==> config.mk <==
export PLATFORM = sky130hd
export DESIGN_NAME = decimating_sample_hold_quantizer_unit
export DESIGN_NICKNAME = d
export VERILOG_FILES = /design/src/rtl/dshq_pkg.sv /design/src/rtl/decimating_sample_hold_quantizer_unit.sv /design/src/rtl/dshq_front.sv /design/src/rtl/dshq_fifo.sv /design/src/rtl/dshq_back.sv
export SDC_FILE = /design/constraint.sdc
export NUM_CORES = 2
export LEC_CHECK = 0
export BUFFER_PORTS_ARGS = -buffer_cell sky130_fd_sc_hd__buf_2
export CAP_MARGIN = 20
export CORE_ASPECT_RATIO = 1.25
export CORE_UTILIZATION = 35
export DETAILED_ROUTE_END_ITERATION = 16
export GPL_ROUTABILITY_DRIVEN = 0
export GPL_TIMING_DRIVEN = 0
export PLACE_DENSITY = 0.61
export REMOVE_ABC_BUFFERS = 1
export SETUP_SLACK_MARGIN = 0.15
export SLEW_MARGIN = 10
export SYNTH_ARGS = -nofsm -noshare
export SYNTH_HDL_FRONTEND = slang
export SYNTH_HIERARCHICAL = 1
export SYNTH_SLANG_ARGS = --single-unit
==> constraint.sdc <==
create_clock -name clk -period 10.6 [get_ports clk]
set_input_delay 0.53 -clock clk [delete_from_list [all_inputs] [get_ports clk]]
set_output_delay 0.53 -clock clk [all_outputs]
set_load 0.02 [all_outputs]
==> src/rtl/dshq_pkg.sv <==
// dshq_pkg: shared types and constants for the decimating sample-hold quantizer
// used by dshq_front, dshq_fifo, dshq_back and the top level
`timescale 1ns / 1ps

package dshq_pkg;

  localparam int SAMPLE_W   = 24;
  localparam int PHASE_W    = 25;  // phase never exceeds one in Q1.24
  localparam int STEP_W     = 32;
  localparam int FRAC_W     = 17;
  localparam int SCALE_W    = 32;
  localparam int BITS_W     = 5;
  localparam int CODE_W     = 24;
  localparam int CFG_IDX_W  = 3;
  localparam int CFG_DATA_W = 32;
  localparam int FIFO_DEPTH = 4;   // power of two, pointers wrap on their own
  localparam int FIFO_AW    = $clog2(FIFO_DEPTH);

  localparam logic [PHASE_W-1:0] PHASE_ONE = PHASE_W'(25'h100_0000);
  localparam logic [FRAC_W-1:0]  FRAC_ONE  = FRAC_W'(17'h1_0000);
  localparam logic [BITS_W-1:0]  MAX_CODE_BITS = BITS_W'(5'd24);

  // register indexes on the configuration port
  localparam logic [CFG_IDX_W-1:0] REG_PHASE_STEP = 3'd0;
  localparam logic [CFG_IDX_W-1:0] REG_SETTLE     = 3'd1;
  localparam logic [CFG_IDX_W-1:0] REG_MIN_VOLTS  = 3'd2;
  localparam logic [CFG_IDX_W-1:0] REG_MAX_VOLTS  = 3'd3;
  localparam logic [CFG_IDX_W-1:0] REG_CODE_SCALE = 3'd4;
  localparam logic [CFG_IDX_W-1:0] REG_CODE_BITS  = 3'd5;

  // one queued beat, classified by the front
  typedef struct packed {
    logic                       restart;
    logic                       sampled;
    logic signed [SAMPLE_W-1:0] voltage;
  } entry_t;

  // settings as the back uses them, already saturated and ordered
  typedef struct packed {
    logic        [FRAC_W-1:0]   frac;
    logic signed [SAMPLE_W-1:0] lo;
    logic signed [SAMPLE_W-1:0] hi;
    logic        [SCALE_W-1:0]  scale;
    logic        [CODE_W-1:0]   maxcode;
  } cfg_t;

endpackage

==> src/rtl/decimating_sample_hold_quantizer_unit.sv <==
// decimating_sample_hold_quantizer_unit: top level, settings registers and the
// front / queue / back split; depends on dshq_pkg, dshq_front, dshq_fifo, dshq_back
`timescale 1ns / 1ps

// channel   direction  handshake            payload
// input     in         in_valid / in_stall  action, voltage
// result    out        out_valid / out_stall sampled, clipped, held_value, code
// settings  in         cfg_we               cfg_index, cfg_data
//
// a process beat runs through the back sequencer in order: settle multiply,
// held update with clamp, scale multiply, round and cap into the result register
// a restart beat loads the held value as it is popped and gives no result
// the front takes a beat every cycle until the 4-entry queue fills
// rst is synchronous; held value clears to zero, phase to one, settings to defaults
// a stalled result holds its register; the back waits in its last step until it frees

module decimating_sample_hold_quantizer_unit (
  input  logic                                   clk,
  input  logic                                   rst,
  input  logic                                   cfg_we,
  input  logic [dshq_pkg::CFG_IDX_W-1:0]         cfg_index,
  input  logic [dshq_pkg::CFG_DATA_W-1:0]        cfg_data,
  input  logic                                   in_valid,
  output logic                                   in_stall,
  input  logic                                   action,
  input  logic signed [dshq_pkg::SAMPLE_W-1:0]   voltage,
  output logic                                   out_valid,
  input  logic                                   out_stall,
  output logic                                   sampled,
  output logic                                   clipped,
  output logic signed [dshq_pkg::SAMPLE_W-1:0]   held_value,
  output logic [dshq_pkg::CODE_W-1:0]            code
);

  // raw settings as written
  logic [dshq_pkg::STEP_W-1:0]          phase_step;
  logic [dshq_pkg::FRAC_W-1:0]          settle_fraction;
  logic signed [dshq_pkg::SAMPLE_W-1:0] min_volts;
  logic signed [dshq_pkg::SAMPLE_W-1:0] max_volts;
  logic [dshq_pkg::SCALE_W-1:0]         code_scale;
  logic [dshq_pkg::BITS_W-1:0]          code_bits;

  // derived settings, registered: they follow the raw ones in the next cycle
  dshq_pkg::cfg_t cfg;
  dshq_pkg::cfg_t cfg_next;

  logic signed [dshq_pkg::SAMPLE_W:0]   hi_alt;
  logic [dshq_pkg::BITS_W-1:0]          bits_eff;

  logic             push;
  dshq_pkg::entry_t push_entry;
  dshq_pkg::entry_t head;
  logic             pop;
  logic             fifo_full;
  logic             fifo_empty;

  always_ff @(posedge clk) begin
    if (rst) begin
      phase_step      <= dshq_pkg::STEP_W'(32'h0100_0000);
      settle_fraction <= dshq_pkg::FRAC_ONE;
      min_volts       <= '0;
      max_volts       <= dshq_pkg::SAMPLE_W'(24'h01_0000);
      code_scale      <= dshq_pkg::SCALE_W'(32'h0000_FFFF);
      code_bits       <= dshq_pkg::BITS_W'(5'd16);
    end else if (cfg_we) begin
      unique case (cfg_index)
        dshq_pkg::REG_PHASE_STEP: phase_step      <= cfg_data;
        dshq_pkg::REG_SETTLE:     settle_fraction <= cfg_data[dshq_pkg::FRAC_W-1:0];
        dshq_pkg::REG_MIN_VOLTS:  min_volts       <= cfg_data[dshq_pkg::SAMPLE_W-1:0];
        dshq_pkg::REG_MAX_VOLTS:  max_volts       <= cfg_data[dshq_pkg::SAMPLE_W-1:0];
        dshq_pkg::REG_CODE_SCALE: code_scale      <= cfg_data;
        dshq_pkg::REG_CODE_BITS:  code_bits       <= cfg_data[dshq_pkg::BITS_W-1:0];
        default: ;
      endcase
    end
  end

  // unordered limits: one volt above the lower limit, saturated at full scale
  assign hi_alt = {min_volts[dshq_pkg::SAMPLE_W-1], min_volts}
                + (dshq_pkg::SAMPLE_W + 1)'(65536);

  always_comb begin
    if (code_bits == '0) begin
      bits_eff = dshq_pkg::BITS_W'(1);
    end else if (code_bits > dshq_pkg::MAX_CODE_BITS) begin
      bits_eff = dshq_pkg::MAX_CODE_BITS;
    end else begin
      bits_eff = code_bits;
    end

    cfg_next.frac  = (settle_fraction > dshq_pkg::FRAC_ONE) ? dshq_pkg::FRAC_ONE
                   : settle_fraction;
    cfg_next.lo    = min_volts;
    cfg_next.scale = code_scale;
    if (max_volts > min_volts) begin
      cfg_next.hi = max_volts;
    end else if (hi_alt > (dshq_pkg::SAMPLE_W + 1)'(24'sh7F_FFFF)) begin
      cfg_next.hi = dshq_pkg::SAMPLE_W'(24'h7F_FFFF);
    end else begin
      cfg_next.hi = hi_alt[dshq_pkg::SAMPLE_W-1:0];
    end
    cfg_next.maxcode = {dshq_pkg::CODE_W{1'b1}}
                     >> (dshq_pkg::MAX_CODE_BITS - bits_eff);
  end

  always_ff @(posedge clk) begin
    if (rst) begin
      cfg.frac    <= dshq_pkg::FRAC_ONE;
      cfg.lo      <= '0;
      cfg.hi      <= dshq_pkg::SAMPLE_W'(24'h01_0000);
      cfg.scale   <= dshq_pkg::SCALE_W'(32'h0000_FFFF);
      cfg.maxcode <= dshq_pkg::CODE_W'(24'h00_FFFF);
    end else begin
      cfg <= cfg_next;
    end
  end

  // front: phase accumulator, tags each beat as restart / sampled / held
  dshq_front u_front (
    .clk        (clk),
    .rst        (rst),
    .in_valid   (in_valid),
    .in_stall   (in_stall),
    .action     (action),
    .voltage    (voltage),
    .phase_step (phase_step),
    .fifo_full  (fifo_full),
    .push       (push),
    .push_entry (push_entry)
  );

  // queue lets the front keep taking beats while the back works or waits
  dshq_fifo u_fifo (
    .clk        (clk),
    .rst        (rst),
    .push       (push),
    .push_entry (push_entry),
    .pop        (pop),
    .head       (head),
    .full       (fifo_full),
    .empty      (fifo_empty)
  );

  // back: held value feedback, clamp, quantize, result register
  dshq_back u_back (
    .clk        (clk),
    .rst        (rst),
    .cfg        (cfg),
    .head       (head),
    .empty      (fifo_empty),
    .pop        (pop),
    .out_valid  (out_valid),
    .out_stall  (out_stall),
    .sampled    (sampled),
    .clipped    (clipped),
    .held_value (held_value),
    .code       (code)
  );

endmodule

==> src/rtl/dshq_front.sv <==
// dshq_front: input side, owns the phase accumulator and tags each beat
// depends on dshq_pkg
`timescale 1ns / 1ps

module dshq_front (
  input  logic                                 clk,
  input  logic                                 rst,
  input  logic                                 in_valid,
  output logic                                 in_stall,
  input  logic                                 action,
  input  logic signed [dshq_pkg::SAMPLE_W-1:0] voltage,
  input  logic [dshq_pkg::STEP_W-1:0]          phase_step,
  input  logic                                 fifo_full,
  output logic                                 push,
  output dshq_pkg::entry_t                     push_entry
);

  logic [dshq_pkg::PHASE_W-1:0] phase;
  logic [dshq_pkg::PHASE_W-1:0] phase_next;
  logic [dshq_pkg::STEP_W:0]    sum;
  logic                         wrap;

  assign in_stall = fifo_full;
  assign push     = in_valid && !fifo_full;

  // sum is formed without loss, wrap when it reaches one
  assign sum  = {{(dshq_pkg::STEP_W + 1 - dshq_pkg::PHASE_W){1'b0}}, phase}
              + {1'b0, phase_step};
  assign wrap = |sum[dshq_pkg::STEP_W:dshq_pkg::PHASE_W-1];

  always_comb begin
    if (action) begin
      phase_next = dshq_pkg::PHASE_ONE;
    end else if (wrap) begin
      phase_next = {1'b0, sum[dshq_pkg::PHASE_W-2:0]};
    end else begin
      phase_next = sum[dshq_pkg::PHASE_W-1:0];
    end
  end

  always_comb begin
    push_entry.restart = action;
    push_entry.sampled = !action && wrap;
    push_entry.voltage = voltage;
  end

  always_ff @(posedge clk) begin
    if (rst) begin
      phase <= dshq_pkg::PHASE_ONE;
    end else if (push) begin
      phase <= phase_next;
    end
  end

endmodule

==> src/rtl/dshq_fifo.sv <==
// dshq_fifo: short queue between front and back
// depends on dshq_pkg
`timescale 1ns / 1ps

module dshq_fifo (
  input  logic             clk,
  input  logic             rst,
  input  logic             push,
  input  dshq_pkg::entry_t push_entry,
  input  logic             pop,
  output dshq_pkg::entry_t head,
  output logic             full,
  output logic             empty
);

  dshq_pkg::entry_t               slots [dshq_pkg::FIFO_DEPTH];
  logic [dshq_pkg::FIFO_AW-1:0]   wr_ptr;
  logic [dshq_pkg::FIFO_AW-1:0]   rd_ptr;
  logic [dshq_pkg::FIFO_AW:0]     count;

  assign full  = (count == (dshq_pkg::FIFO_AW + 1)'(dshq_pkg::FIFO_DEPTH));
  assign empty = (count == '0);
  assign head  = slots[rd_ptr];

  always_ff @(posedge clk) begin
    if (push) begin
      slots[wr_ptr] <= push_entry;
    end
  end

  always_ff @(posedge clk) begin
    if (rst) begin
      wr_ptr <= '0;
      rd_ptr <= '0;
      count  <= '0;
    end else begin
      if (push) begin
        wr_ptr <= wr_ptr + 1'b1;
      end
      if (pop) begin
        rd_ptr <= rd_ptr + 1'b1;
      end
      if (push && !pop) begin
        count <= count + 1'b1;
      end else if (pop && !push) begin
        count <= count - 1'b1;
      end
    end
  end

  a_no_push_full: assert property (@(posedge clk) disable iff (rst) !(push && full))
    else $error("push into full queue");
  a_no_pop_empty: assert property (@(posedge clk) disable iff (rst) !(pop && empty))
    else $error("pop from empty queue");

endmodule

==> src/rtl/dshq_back.sv <==
// dshq_back: settles the held value, clamps and quantizes, drives the result register
// depends on dshq_pkg
`timescale 1ns / 1ps

module dshq_back (
  input  logic                                 clk,
  input  logic                                 rst,
  input  dshq_pkg::cfg_t                       cfg,
  input  dshq_pkg::entry_t                     head,
  input  logic                                 empty,
  output logic                                 pop,
  output logic                                 out_valid,
  input  logic                                 out_stall,
  output logic                                 sampled,
  output logic                                 clipped,
  output logic signed [dshq_pkg::SAMPLE_W-1:0] held_value,
  output logic [dshq_pkg::CODE_W-1:0]          code
);

  typedef enum logic [3:0] {
    ST_IDLE   = 4'b0001,
    ST_SETTLE = 4'b0010,
    ST_SCALE  = 4'b0100,
    ST_EMIT   = 4'b1000
  } state_t;

  localparam int PROD1_W = dshq_pkg::SAMPLE_W + dshq_pkg::FRAC_W + 2;
  localparam int PROD2_W = dshq_pkg::SAMPLE_W + dshq_pkg::SCALE_W;
  localparam int CODEF_W = PROD2_W + 1 - 16;

  state_t state;
  state_t state_next;

  logic signed [dshq_pkg::SAMPLE_W-1:0] held;
  logic signed [PROD1_W-1:0]            prod1;
  logic                                 samp_r;
  logic signed [dshq_pkg::SAMPLE_W-1:0] clamp_r;
  logic                                 clip_r;
  logic [PROD2_W-1:0]                   prod2;

  logic signed [dshq_pkg::SAMPLE_W:0]   diff;
  logic signed [dshq_pkg::FRAC_W:0]     frac_s;
  logic signed [PROD1_W-1:0]            prod1_next;
  logic signed [PROD1_W-1:0]            rounded;
  logic signed [dshq_pkg::SAMPLE_W+1:0] held_sum;
  logic signed [dshq_pkg::SAMPLE_W-1:0] held_new;
  logic signed [dshq_pkg::SAMPLE_W:0]   span;
  logic [PROD2_W:0]                     prod2_rnd;
  logic [CODEF_W-1:0]                   code_full;
  logic [dshq_pkg::CODE_W-1:0]          code_next;
  logic                                 out_free;

  assign out_free = !out_valid || !out_stall;
  assign pop      = (state == ST_IDLE) && !empty;

  // settle multiply: error times fraction
  assign diff       = {head.voltage[dshq_pkg::SAMPLE_W-1], head.voltage}
                    - {held[dshq_pkg::SAMPLE_W-1], held};
  assign frac_s     = {1'b0, cfg.frac};
  assign prod1_next = PROD1_W'(diff * frac_s);

  // round half up, arithmetic shift keeps the floor for negative errors
  assign rounded  = (prod1 + PROD1_W'(32768)) >>> 16;
  assign held_sum = {{2{held[dshq_pkg::SAMPLE_W-1]}}, held}
                  + rounded[dshq_pkg::SAMPLE_W+1:0];
  assign held_new = samp_r ? held_sum[dshq_pkg::SAMPLE_W-1:0] : held;

  // clamped value minus lower limit fits the sample width unsigned
  assign span = {clamp_r[dshq_pkg::SAMPLE_W-1], clamp_r}
              - {cfg.lo[dshq_pkg::SAMPLE_W-1], cfg.lo};

  assign prod2_rnd = {1'b0, prod2} + (PROD2_W + 1)'(32768);
  assign code_full = prod2_rnd[PROD2_W:16];
  assign code_next = (code_full > CODEF_W'(cfg.maxcode)) ? cfg.maxcode
                   : code_full[dshq_pkg::CODE_W-1:0];

  always_comb begin
    state_next = state;
    unique case (state)
      ST_IDLE: begin
        if (pop && !head.restart) begin
          state_next = ST_SETTLE;
        end
      end
      ST_SETTLE: state_next = ST_SCALE;
      ST_SCALE:  state_next = ST_EMIT;
      ST_EMIT: begin
        if (out_free) begin
          state_next = ST_IDLE;
        end
      end
      default: state_next = ST_IDLE;
    endcase
  end

  always_ff @(posedge clk) begin
    if (rst) begin
      state     <= ST_IDLE;
      held      <= '0;
      out_valid <= 1'b0;
    end else begin
      state <= state_next;
      if (pop && head.restart) begin
        held <= head.voltage;
      end else if (state == ST_SETTLE) begin
        held <= held_new;
      end
      if (state == ST_EMIT && out_free) begin
        out_valid <= 1'b1;
      end else if (!out_stall) begin
        out_valid <= 1'b0;
      end
    end
  end

  always_ff @(posedge clk) begin
    if (pop) begin
      prod1  <= prod1_next;
      samp_r <= head.sampled;
    end
    if (state == ST_SETTLE) begin
      clip_r <= (held_new < cfg.lo) || (held_new > cfg.hi);
      if (held_new < cfg.lo) begin
        clamp_r <= cfg.lo;
      end else if (held_new > cfg.hi) begin
        clamp_r <= cfg.hi;
      end else begin
        clamp_r <= held_new;
      end
    end
    if (state == ST_SCALE) begin
      prod2 <= span[dshq_pkg::SAMPLE_W-1:0] * cfg.scale;
    end
    if (state == ST_EMIT && out_free) begin
      sampled    <= samp_r;
      clipped    <= clip_r;
      held_value <= clamp_r;
      code       <= code_next;
    end
  end

  a_restart_loads: assert property (@(posedge clk) disable iff (rst)
      pop && head.restart |=> held == $past(head.voltage))
    else $error("restart did not load held value");
  a_code_capped: assert property (@(posedge clk) disable iff (rst)
      out_valid |-> code <= cfg.maxcode)
    else $error("code above cap");
  a_held_in_limits: assert property (@(posedge clk) disable iff (rst)
      state == ST_SCALE |-> clamp_r >= cfg.lo && clamp_r <= cfg.hi)
    else $error("clamped value outside limits");
  a_no_pop_busy: assert property (@(posedge clk) disable iff (rst)
      state != ST_IDLE |-> !pop)
    else $error("queue popped while busy");

endmodule

==> metrics.cfg <==
[detailed_routing]
routedWlPerCell_um=18.0
drt_iter0_markers=2778
postRouteAntennaNets=0
routed_via_density=5.02
vias=48500
drc=0
drt-pass1-iter-count=8
wl_mm=174

[setup_path]
cp-start-kind=flip-flop
crit_buf_inv=7
cpPeakStageDelay_ps=580
crit_slowest_cell=fa_1
crit_fanout=18
cp.arrival_ps=10460
cp.required_ps=11020
crit_type=reg2reg
cpMostUsedCell=fa_1
end_kind=flip-flop
path_delay_family=adder cells

[die]
core_area_um2=188000
dieArea_um2=192000
die_w_um=392
initial_core_util=0.353
ioPinCount=117
die_h_um=489
num_rows=178

[global_route]
antenna_found_initial=20
grt_overflow=0
grt_pass1_vias=51100
grt_pass1_wl_mm=279
grt_start_max_net_pins=143
grtUsageTotal=0.184

[sta]
tightest_slew_ps=1200
post-route-period-util=0.947
fin_skew_ps=27.2
final-max-slew-violation-count=0
max_slew_margin=0.202
setup_violations=0
min_period_ps=10040
hold_violations=0
rsz0062_at_grt=true
fmax_mhz=99.6

[clock_tree]
clk_pin_slew_worst_paths_ps=60
clock-sinks=564
clk_latency_ps=670
cts_buffer_depth=3
clockRootBuffer=clkbuf_16
cts_max_level=3
cts_inserted_buffers=66
cts_hold_buf=0
cts_tree=done

[synthesis]
synth_flop_cell=dfxtp_1
syn_inst=7127
synth_common_cells=inv_1, nand2_1, fa_1, ha_1, and2_1
synth.most_common_cell=inv_1
yosysSeqAreaShare=0.207
syn-cell-area_um2=66500
yosys.area.top_type=fa_1
synth.distinct_cells=101
synth_edf_count=246
yosysWarnings=6
synth_top_area_frac=0.318
syn_avg_cell_area_um2=9.33
async_flop_share=0
synth_seq_cells=564
synthTopCellsByArea=fa_1, edfxtp_1, dfxtp_1

[place]
io_buffers=116
placed_area_um2=70500
dp.final_hpwl_mm=138

[final_layout]
finalNetCount=8685
area_growth_pct=10.2
postLayoutCellArea_um2=73200
drive_gt1_frac=0.0800

[run_status]
outcome=finished clean

[run]
cap_viol_max_count=0

[min_path]
hp-class=in2reg

cell type report:
type | instances | area, um2
clock inverters | 40 | 384
repair buffers | 236 | 2260
well taps | 2520 | 3150
multi-input cells | 4918 | 47000
fillers | 18800 | 115000
clock buffers | 80 | 1790
diodes | 6 | 15.0
inverters | 1303 | 4890
flip-flops and latches | 564 | 13800
state kept, by name, indices dropped and copies added (netlist names), 25 cells and up, named ones only:
name,count
u_fifo/slots,104
u_front/phase,25
code_scale,32
phase_step,32
u_back/prod1,25
u_back/prod2,41
cfg,121
routing by layer:
layer  routed length, um  track usage  part of all wire  up-vias
met5                  57            0           0.00033        -
met4                7590       0.0808             0.044        8
met3                7380       0.0204             0.042      345
met2               88600        0.324              0.51     1155
met1               70300        0.227              0.40    24800
li1                    -            -                 -    22200
logic make-up after synthesis:
family,synth area share
muxes,0.0197
buffers and inverters,0.0963
xor gates and xnor gates,0.0255
DFF,0.207
AOI/OAI and AO/OA,0.0792
adders and majority gates,0.407
and+or+nand+nor,0.165
timing repair:
item                                    4_1_cts  5_1_grt
cloned                                        0        1
pin swaps                                     4       12
buffers inserted                              6       18
endpoints found under the setup margin       26       32
endpoints found under the hold margin         0        0
gates resized for setup                      10       29
stage by stage:
stage	util	hold WS [ps]	TNS (ps)	setup slack (ps)	instances
after floorplan	-	400	0	634	6785
after global placement	0.365	422	-61070	-1870	9421
after detailed placement	0.374	405	-2220	-348	9505
after CTS	0.386	33.9	0	132	9631
after global routing	0.389	63.7	0	88.8	9664
final	0.389	83.4	0	559	9667
final timing paths:
path,from,to,slack [ps],cells past startpoint
max,u_back/clamp_r[0],u_back/prod2[54],560,39
min,voltage[0],u_fifo/slots[3][0],80,1
max reg2reg,u_back/clamp_r[0],u_back/prod2[54],560,39
min reg2reg,code_scale[8],cfg[32],430,1
cell usage in the layout (no fill, tap or decap), drive strengths merged, types with 25 or more instances in the layout:
cell,n
a211oi,70
a21o,75
a21oi,294
a22oi,35
and2,415
and3,25
buf,235
clkbuf,81
dfxtp,318
edfxtp,246
fa,1056
ha,475
inv,1312
mux2,25
mux2i,34
mux4,26
nand2,1167
nand2b,34
nand3,77
nand3b,31
nand4,40
nor2,252
nor2b,95
nor3,49
o21a,46
o21ai,127
or2,28
or3,28
xnor2,129
xor2,62
Power is not shown: default switching activity piles up to over one toggle a cycle in this logic, so the estimate is an artifact.
